File: config.mk
export PLATFORM = sky130hd
export DESIGN_NAME = stdp_trace_bank
export DESIGN_NICKNAME = d
export VERILOG_FILES = /design/src/rtl/core/stdp_pkg.sv /design/src/rtl/core/stdp_trace_bank.sv
export SDC_FILE = /design/constraint.sdc
export NUM_CORES = 2
export LEC_CHECK = 0
export BUFFER_PORTS_ARGS = -buffer_cell sky130_fd_sc_hd__buf_2
export CAP_MARGIN = 10
export CORE_ASPECT_RATIO = 1.4
export CORE_MARGIN = 8
export CORE_UTILIZATION = 60
export CTS_BUF_LIST = sky130_fd_sc_hd__clkbuf_8
export DETAILED_ROUTE_END_ITERATION = 7
export GPL_TIMING_DRIVEN = 1
export PLACE_DENSITY = 0.78
export SETUP_SLACK_MARGIN = 0.2
export SYNTH_ARGS = -nofsm -noshare
export SYNTH_HDL_FRONTEND = slang
export SYNTH_SLANG_ARGS = --single-unit
File: constraint.sdc
create_clock -name i_clk -period 12.72 [get_ports i_clk]
set_clock_uncertainty 0.05 [all_clocks]
set_input_delay 2.544 -clock i_clk [delete_from_list [all_inputs] [get_ports i_clk]]
set_output_delay 2.544 -clock i_clk [all_outputs]
set_load 0.02 [all_outputs]
File: src/rtl/core/stdp_pkg.sv
// Shared types and constants for the trace-based weight update unit.
package stdp_pkg;

    typedef enum logic [1:0] {
        KIND_CONNECT = 2'd0,
        KIND_TICK    = 2'd1,
        KIND_READ    = 2'd2,
        KIND_UNUSED  = 2'd3
    } t_kind;

    typedef enum logic [2:0] {
        CFG_GAIN_POT  = 3'd0,
        CFG_GAIN_DEP  = 3'd1,
        CFG_W_FLOOR   = 3'd2,
        CFG_W_CEIL    = 3'd3,
        CFG_DECAY_PRE = 3'd4,
        CFG_DECAY_PST = 3'd5
    } t_cfg_idx;

    typedef enum logic [2:0] {
        ST_IDLE,
        ST_TRACE,
        ST_SYN_RD,
        ST_SYN_WAIT,
        ST_SYN_CALC,
        ST_SYN_WB,
        ST_READ_WAIT,
        ST_RESULT
    } t_state;

    localparam int MASK_BITS = 32;

endpackage

File: src/rtl/core/stdp_trace_bank.sv
// Presynaptic and postsynaptic trace stores with decay and spike bump.
module stdp_trace_bank #(
    parameter int NEURONS    = 32,
    parameter int TRACE_BITS = 16,
    parameter int NB         = 5
) (
    input  logic                  i_clk,
    input  logic                  i_rst_n,
    input  logic                  i_upd,
    input  logic [NB-1:0]         i_upd_idx,
    input  logic                  i_upd_spike,
    input  logic [15:0]           i_decay_pre,
    input  logic [15:0]           i_decay_post,
    input  logic [NB-1:0]         i_rd_pre_idx,
    input  logic [NB-1:0]         i_rd_post_idx,
    output logic [TRACE_BITS-1:0] o_pre,
    output logic [TRACE_BITS-1:0] o_post
);
    import stdp_pkg::*;

    localparam int PB = TRACE_BITS + 17;
    localparam logic [TRACE_BITS:0] ONE = (TRACE_BITS+1)'(1) << (TRACE_BITS - 5);
    localparam logic [TRACE_BITS:0] TMAX = {1'b0, {TRACE_BITS{1'b1}}};

    // Traces are few, so each entry is a flip-flop word cleared by reset.
    logic [TRACE_BITS-1:0] r_pre [NEURONS];
    logic [TRACE_BITS-1:0] r_post[NEURONS];

    function automatic logic [TRACE_BITS-1:0] step(input logic [TRACE_BITS-1:0] t,
                                                    input logic [15:0] f,
                                                    input logic sp);
        logic [PB-1:0] p;
        logic [TRACE_BITS:0] v;
        p = PB'(t) * PB'(f) + PB'(32768);
        v = (TRACE_BITS+1)'(p >> 16);
        if (sp) v = v + ONE;
        if (v > TMAX) v = TMAX;
        return v[TRACE_BITS-1:0];
    endfunction

    always_ff @(posedge i_clk) begin
        if (!i_rst_n) begin
            for (int n = 0; n < NEURONS; n++) begin
                r_pre[n]  <= '0;
                r_post[n] <= '0;
            end
        end else if (i_upd) begin
            r_pre[i_upd_idx]  <= step(r_pre[i_upd_idx], i_decay_pre, i_upd_spike);
            r_post[i_upd_idx] <= step(r_post[i_upd_idx], i_decay_post, i_upd_spike);
        end
    end

    always_ff @(posedge i_clk) begin
        o_pre  <= r_pre[i_rd_pre_idx];
        o_post <= r_post[i_rd_post_idx];
    end
endmodule

==> flow_summary.ini <==
[status]
outcome = complete, no violations

[sta]
setup-violations-final = 0
setup_tns_ns = 0
maxSlewViolCount = 0
hold_violations = 0
fmax_ghz = 0.0851
timing.slew.headroom_pct = 15.3
worst_slew_pin_slew_ns = 1.27
worst_slack_ns = 0.975
min_period_ns = 11.75
rsz0062_at_grt = false
period_share_pct = 92.3

[setup_path]
worst_path_largest_cell_delay_ns = 0.85
path_max_fanout = 50
cp.required_ns = 13.30
critPathKind = in2reg
endpoint_kind = register
cpMostUsedCell = fa_1
slowest_stage = a22oi_1
crit_path_start_kind = primary input
critPathArrivalTime_ns = 12.33

[placement]
dpl.hpwl_um = 144000
place_ws_ns = 0.424
gp_congestion = 0.948
io_buffers = 82

[routing]
vias = 51900
first_iter_violations = 8371
ant_nets = 0
drtPass1Iterations = 7
routed_via_density = 7.16
drt_wl_total_um = 234000
route.detailed.drc = 0
wl_per_cell_um = 32.3

[clock_network]
cts.path.max_buffers = 3
root_buffer = clkbuf_8
cts_buffers = 143
clk_pin_slew_ns = 0.07
postCtsSetupBuffers = 0
postCtsHoldBufs = 0
cts-htree-levels = 4
ctsResizeCount = 0
cts_tree = done
clk_latency_ns = 0.86
cts_num_sinks = 1056

[global_routing]
grt-ovfl-total = 0
grt_first_pass_wirelength_um = 341000
antenna_found_initial = 13
grtUsageTotal_pct = 35.8
grt_pass1_vias = 53600
grt_max_degree = 77

[die]
start_util_pct = 60.5
core.rowCount = 149
ios = 83
die_w_um = 308
coreArea_um2 = 118000
die_area_um2 = 130000
die_h_um = 424

[final_layout]
layout-drive-gt1-share_pct = 21.2
syn_to_final_growth_pct = 7.57
nNetsFinal = 6219
final_cell_mix = 1,024 x edfxtp_1, 736 x nor2_1, 544 x mux4_2, 532 x inv_1, 388 x fa_1
final_common_cell = edfxtp_1

[synth]
syn_area_per_cell_um2 = 12.8
syn_inst = 5579
synth_area_um2 = 71400
synth_ff_type = edfxtp_1
ys_ff_latch = 1056
yosys.area.top_type_share_pct = 43.1
ys.warnings.count = 0
syn-num-nets = 6254
ys_seq_area_share_pct = 44.0
async_flop_share_pct = 0
synth_area_leaders = edfxtp_1 43%, mux4_2 17%, fa_1 11%
synthDistinctLibCells = 86
synth_edf_count = 1024
synth_top_area_cell = edfxtp_1

[hold_path]
hp-class = reg2reg

[job]
maxCapViolations = 0
layout make-up:
type | instances | area (um2)
inverter | 492 | 1850
fill | 8268 | 41200
sequential | 1056 | 31400
multi-input combinational | 3579 | 36600
antenna | 8 | 20.0
tap | 1585 | 1980
clock inverter | 103 | 693
clock buffer | 154 | 2120
timing repair buffer | 272 | 2140
cells in the mapped netlist, drive strengths merged, types with 78 or more instances:
cell type	n
edfxtp	1024
fa	388
mux4	544
clkbuf	320
a22oi	112
and2	284
a21oi	78
inv	492
ha	236
nand2	365
o21ai	367
buf	132
nor2	741
path summary, 6_finish.rpt:
check | from | endpoint | slack [ns] | depth (start not counted)
setup / recovery | i_upd_idx[0] | r_post[21][10] | 0.97 | 30
hold / removal | r_pre[6][3] | o_pre[3] | 0.90 | 3
setup reg to reg | r_post[7][10] | r_post[21][10] | 2.87 | 29
hold reg to reg | r_pre[6][3] | o_pre[3] | 0.90 | 3
stage by stage:
| step | util, % | cell area [um2] | hold WS, ns | instances |
|---|---|---|---|---|
| floorplan | - | 71400 | 0.836 | 5579 |
| global placement | 62.7 | 74000 | 0.863 | 6984 |
| detailed placement | 62.7 | 74000 | 0.892 | 6984 |
| CTS | 65.1 | 76800 | 0.906 | 7241 |
| global route | 65.1 | 76800 | 0.925 | 7242 |
| finish | 65.1 | 76800 | 0.903 | 7249 |
state kept, by name, summed over array words and instances (netlist names):
name and flops:
r_pre 512, o_pre 16, o_post 16, r_post 512
critical path: cells and delay by family:
| family | cells | cell delay [ns] |
|---|---|---|
| and+or+nand+nor | 8 | 2.26 |
| xor gates and xnor gates | 1 | 0.16 |
| adders and majority gates | 7 | 3.43 |
| muxes | 2 | 0.88 |
| buffers and inverters | 8 | 1.22 |
| AOI/OAI and AO/OA | 4 | 1.76 |
logic make-up (layout without fill, tap and decap cells):
family | Yosys count | after routing | synth area share, %
compound gates | 697 | 697 | 6.03
xor+xnor | 38 | 38 | 0.498
fa+ha+maj | 624 | 624 | 15.0
flops | 1056 | 1056 | 44.0
simple gates | 1576 | 1576 | 10.5
buf+inv | 944 | 1021 | 5.32
mux | 644 | 644 | 18.6
other cells | 0 | 8 | 0
metal layers:
metal  GRT usage (%)  wire length [um]  up-vias
met5           0.111                11        -
met4            25.8             21500        2
met3            12.0             35800     1424
li1                -                 -    20100
met1            41.2             68800    25400
met2            56.0            108000     4958
Power is not shown: default switching activity piles up to over one toggle a cycle in this logic, so the estimate is an artifact.
