## src/rtl/core/stdp_pkg.sv

```systemverilog
// Shared types and constants for the trace-based weight update unit.
package stdp_pkg;

    typedef enum logic [1:0] {
        KIND_CONNECT = 2'd0,
        KIND_TICK    = 2'd1,
        KIND_READ    = 2'd2,
        KIND_UNUSED  = 2'd3
    } t_kind;

    typedef enum logic [2:0] {
        CFG_GAIN_POT  = 3'd0,
        CFG_GAIN_DEP  = 3'd1,
        CFG_W_FLOOR   = 3'd2,
        CFG_W_CEIL    = 3'd3,
        CFG_DECAY_PRE = 3'd4,
        CFG_DECAY_PST = 3'd5
    } t_cfg_idx;

    typedef enum logic [2:0] {
        ST_IDLE,
        ST_TRACE,
        ST_SYN_RD,
        ST_SYN_WAIT,
        ST_SYN_CALC,
        ST_SYN_WB,
        ST_READ_WAIT,
        ST_RESULT
    } t_state;

    localparam int MASK_BITS = 32;

endpackage

```

## src/rtl/core/stdp_weight_calc.sv

```systemverilog
// Weight update datapath: two gain products, rounding and clamping.
module stdp_weight_calc #(
    parameter int TRACE_BITS  = 16,
    parameter int WEIGHT_BITS = 16
) (
    input  logic                   i_clk,
    input  logic [15:0]            i_gain_pot,
    input  logic [15:0]            i_gain_dep,
    input  logic [15:0]            i_floor,
    input  logic [15:0]            i_ceil,
    input  logic [TRACE_BITS-1:0]  i_pre_trace,
    input  logic [TRACE_BITS-1:0]  i_post_trace,
    input  logic                   i_do_pot,
    input  logic                   i_do_dep,
    input  logic [WEIGHT_BITS-1:0] i_weight,
    output logic [WEIGHT_BITS-1:0] o_weight
);
    import stdp_pkg::*;

    localparam int PB = 16 + TRACE_BITS;
    localparam int SH = 16 + (TRACE_BITS - 5) - (WEIGHT_BITS - 1);
    localparam int XB = PB + WEIGHT_BITS + 4;

    logic [PB-1:0] r_prod_pot, r_prod_dep;
    logic          r_do_pot, r_do_dep;
    logic [WEIGHT_BITS-1:0] r_w;

    always_ff @(posedge i_clk) begin
        r_prod_pot <= PB'(i_gain_pot) * PB'(i_pre_trace);
        r_prod_dep <= PB'(i_gain_dep) * PB'(i_post_trace);
        r_do_pot   <= i_do_pot;
        r_do_dep   <= i_do_dep;
        r_w        <= i_weight;
    end

    function automatic logic signed [XB-1:0] scale(input logic [PB-1:0] p);
        logic [XB-1:0] e;
        e = XB'(p);
        if (SH > 0) begin
            e = (e + (XB'(1) << (SH - 1))) >> SH;
        end else if (SH < 0) begin
            e = e << (-SH);
        end
        return signed'(e);
    endfunction

    logic signed [XB-1:0] sum;
    always_comb begin
        sum = signed'(XB'(r_w));
        if (r_do_pot) sum = sum + scale(r_prod_pot);
        if (r_do_dep) sum = sum - scale(r_prod_dep);
        if (sum < signed'(XB'(i_floor))) sum = signed'(XB'(i_floor));
        if (sum > signed'(XB'(i_ceil)))  sum = signed'(XB'(i_ceil));
        o_weight = sum[WEIGHT_BITS-1:0];
    end
endmodule

```

## config.mk

```make
export PLATFORM = sky130hd
export DESIGN_NAME = stdp_weight_calc
export DESIGN_NICKNAME = d
export VERILOG_FILES = /design/src/rtl/core/stdp_pkg.sv /design/src/rtl/core/stdp_weight_calc.sv
export SDC_FILE = /design/constraint.sdc
export NUM_CORES = 1
export LEC_CHECK = 0
export BUFFER_PORTS_ARGS = -buffer_cell sky130_fd_sc_hd__buf_4
export CAP_MARGIN = 20
export CORE_UTILIZATION = 59
export DETAILED_ROUTE_END_ITERATION = 6
export GPL_TIMING_DRIVEN = 0
export PLACE_DENSITY = 0.81
export SLEW_MARGIN = 0
export SYNTH_ARGS = -nofsm -noshare
export SYNTH_HDL_FRONTEND = slang
export SYNTH_SLANG_ARGS = --single-unit
```

## constraint.sdc

```tcl
create_clock -name i_clk -period 7.85 [get_ports i_clk]
set_input_delay 0.3925 -clock i_clk [delete_from_list [all_inputs] [get_ports i_clk]]
set_output_delay 0.3925 -clock i_clk [all_outputs]
set_load 0.005 [all_outputs]
```

==> metrics <==
outcome complete, but fails checks; failing checks design-rule violations, negative setup slack; register bit total from synthesis 60; die area 36800 sq um; vias per cell 5.71; maximum clock insertion buffer count 2; crit path DAT 8.37 ns; Period minus WS final 8.76 ns; yosys warns 0; Remaining DRCs 1; final net count 3377; Most used DFF post-synth dfxtp_1; Core Rows 69; total gr overflow 0; nature of the critical path startpoint flip-flop; Vias 17500; synthesized area 21300 sq um; sequential share of the synthesized area 5.64%; Inst Count DP 3000; CP most frequent cell ha_4; HP Class in -> reg; Synth Instances 2409; initial antenna violation count 0; worst hold margin 0.156 ns; RePlAce Congestion 0.995; total routing usage reported by global routing 31.4%; Slew @ Worst Pin 0.665 ns; Final Cycle Share 112%; antenna-violating nets left 0; Hold Vio Cnt, Final 0; main combinational cell family by area after synthesis adder cells; simple-gate share of the synthesized area 17.3%; register area 1230 sq um; Worst Setup Slack post-DPL -1.24 ns; Synth cell types 82; routed wire length 56200 microns; CTS tree built; Ant. Diodes 0; synthesized net count 3185; ys async rst share 0%; top-level I/O count 131; Die Ht 192 microns; CP max-delay cell dfxtp_4; Worst Path Required 7.46 ns; first-pass GRT wire length 91100 microns; Reg clk slew, reported paths 0.06 ns; mux cell area share after synthesis 2.88%; Max Slew Vio Count 0; CP Class reg -> out; critical path fanouts, max 7; die width 192 microns; area of the multi-input gates 18700 sq um; Initial Utilization 59.8%; Critical Path Sink Type output pin; CTS Hold Bufs 0; final setup fails 16; Max Freq 114 MHz; Detailed Routing Iterations Pass 1 7; CORE AREA 35600 sq um; root buffer cell clkbuf_16; vias in the first global route 18700; largest net degree at the start of global routing 13; highest cell delay on the worst timing path 0.37 ns; final non-filler cell total 3067; DRT iter0 DRCs 1257; Routed wire per std cell 18.3 microns; detailed placer's ending HPWL 44900 microns; max-capacitance violation count 0; Synth Area in XOR/XNOR 4.36%; EDFF count, synth 0; H-tree depth 3; Adder-Cell Fraction of Synth Area 52.6%; Port Buffer Count 130; syn_area_per_cell 8.83 sq um; P&R area growth vs syn 14.7%; share of cells above drive strength 1 15.0%; RSZ-0062 raised after global routing true; CTS Buf Count 9; post-layout worst setup margin -0.913 ns; Fin Setup TNS -13.57 ns; fillers 2589; post-synthesis compound-gate area fraction 7.19%; clock sink total 60; Slew headroom 55.7%
[timing repair]
item	4_1_cts	5_1_grt
buffers inserted	32	20
gates resized for setup	126	48
endpoints found under the setup margin	16	16
pin swaps	52	44
gates cloned	1	0
[through the flow]
stage | cell area, sq um | utilization (%)
2_1_floorplan | 21300 | -
3_3_place_gp | 22900 | 64.3
3_5_place_dp | 22900 | 64.3
4_1_cts | 24100 | 67.6
5_1_grt | 24400 | 68.6
6_report | 24400 | 68.6
[placed cells by master, fill, tap and decap left out, types with 21 or more instances in the layout]
cell | netlist | routed
o21ai_0 | 33 | 24
buf_4 | 3 | 170
dfxtp_1 | 60 | 50
nand2_1 | 364 | 361
ha_4 | 0 | 25
fa_1 | 388 | 387
inv_1 | 472 | 469
a21o_1 | 37 | 37
nor2_1 | 61 | 56
nand4_1 | 21 | 21
and2_1 | 193 | 193
xor2_1 | 38 | 36
a21oi_1 | 73 | 51
xnor2_1 | 68 | 63
mux2_4 | 10 | 22
clkbuf_1 | 71 | 69
a21oi_2 | 0 | 21
ha_1 | 273 | 245
mux2_2 | 33 | 21
[flip-flops by register name (all words and copies together), names as in the netlist]
register / count
r_prod_dep: 21
r_prod_pot: 21
r_w: 16
r_do_dep: 1
r_do_pot: 1
[synthesized netlist by cell type (all sizes together) (3+ instances only)]
cell       n  area (sq um)
inv      472          1770
fa       388          7770
nand2    366          1380
ha       273          3420
and2     193          1210
a21oi     73           365
clkbuf    73           285
xnor2     68           596
nor2      63           255
dfxtp     60          1200
mux2      43           522
xor2      38           333
a21o      37           278
o21ai     35           179
nand4     23           165
nand3     22           115
nand2b    15          93.8
and3      13          81.3
nor3      12          70.1
o211ai    12          90.1
o21a      12          91.3
buf       10          90.1
a211oi     9          67.6
mux2i      9          90.1
and4       8          75.1
o21bai     7          52.6
or3        7          43.8
nor2b      6          37.5
or2        5          31.3
a2111oi    4          53.8
nor4       4          25.0
o22ai      4          25.0
a211o      3          26.3
a31oi      3          18.8
nand3b     3          22.5
nor3b      3          22.5
o41ai      3          52.6
or4        3          26.3
[cell type report]
| class | count | share of cell area [%] |
|---|---|---|
| multi-input combinational | 1794 | 76.7 |
| inverter | 472 | 7.26 |
| timing repair buffer | 182 | 5.92 |
| sequential | 60 | 5.02 |
| tap | 461 | 2.36 |
| buffer | 82 | 1.60 |
| clock buffer | 9 | 0.923 |
| clock inverter | 7 | 0.210 |
[cell families after synthesis]
group	after synthesis
buffers and inverters	555
multiplexers	52
AND/OR/NAND/NOR	749
flip-flops	60
AO/OA/AOI/OAI	226
XOR/XNOR	106
adder cells (fa/ha/maj)	661
[critical path: cells and delay by family (launching register included)]
| family | cells | cell delay (ns) |
|---|---|---|
| compound gates | 16 | 2.97 |
| fa+ha+maj | 6 | 1.43 |
| simple gates | 9 | 1.39 |
| buf+inv | 6 | 0.76 |
| mux | 2 | 0.62 |
| xor+xnor | 3 | 0.48 |
| flops | 1 | 0.37 |
[path summary, 6_finish.rpt]
path	from	to	slack, ns	depth (start not counted)
setup / recovery	r_prod_pot[11]	o_weight[13]	-0.91	42
hold / removal	i_weight[10]	r_w[10]	0.16	1
[per-layer routing]
layer  global-route usage (%)  wire length (microns)
met1                     39.4                  22300
met3                     4.86                   4050
met4                     11.2                   1970
met2                     54.5                  27900
met5                        0                      0
Power is left out: the tool's default activity adds up to more than one toggle a clock period on the data nets, which glitch-free logic cannot reach.
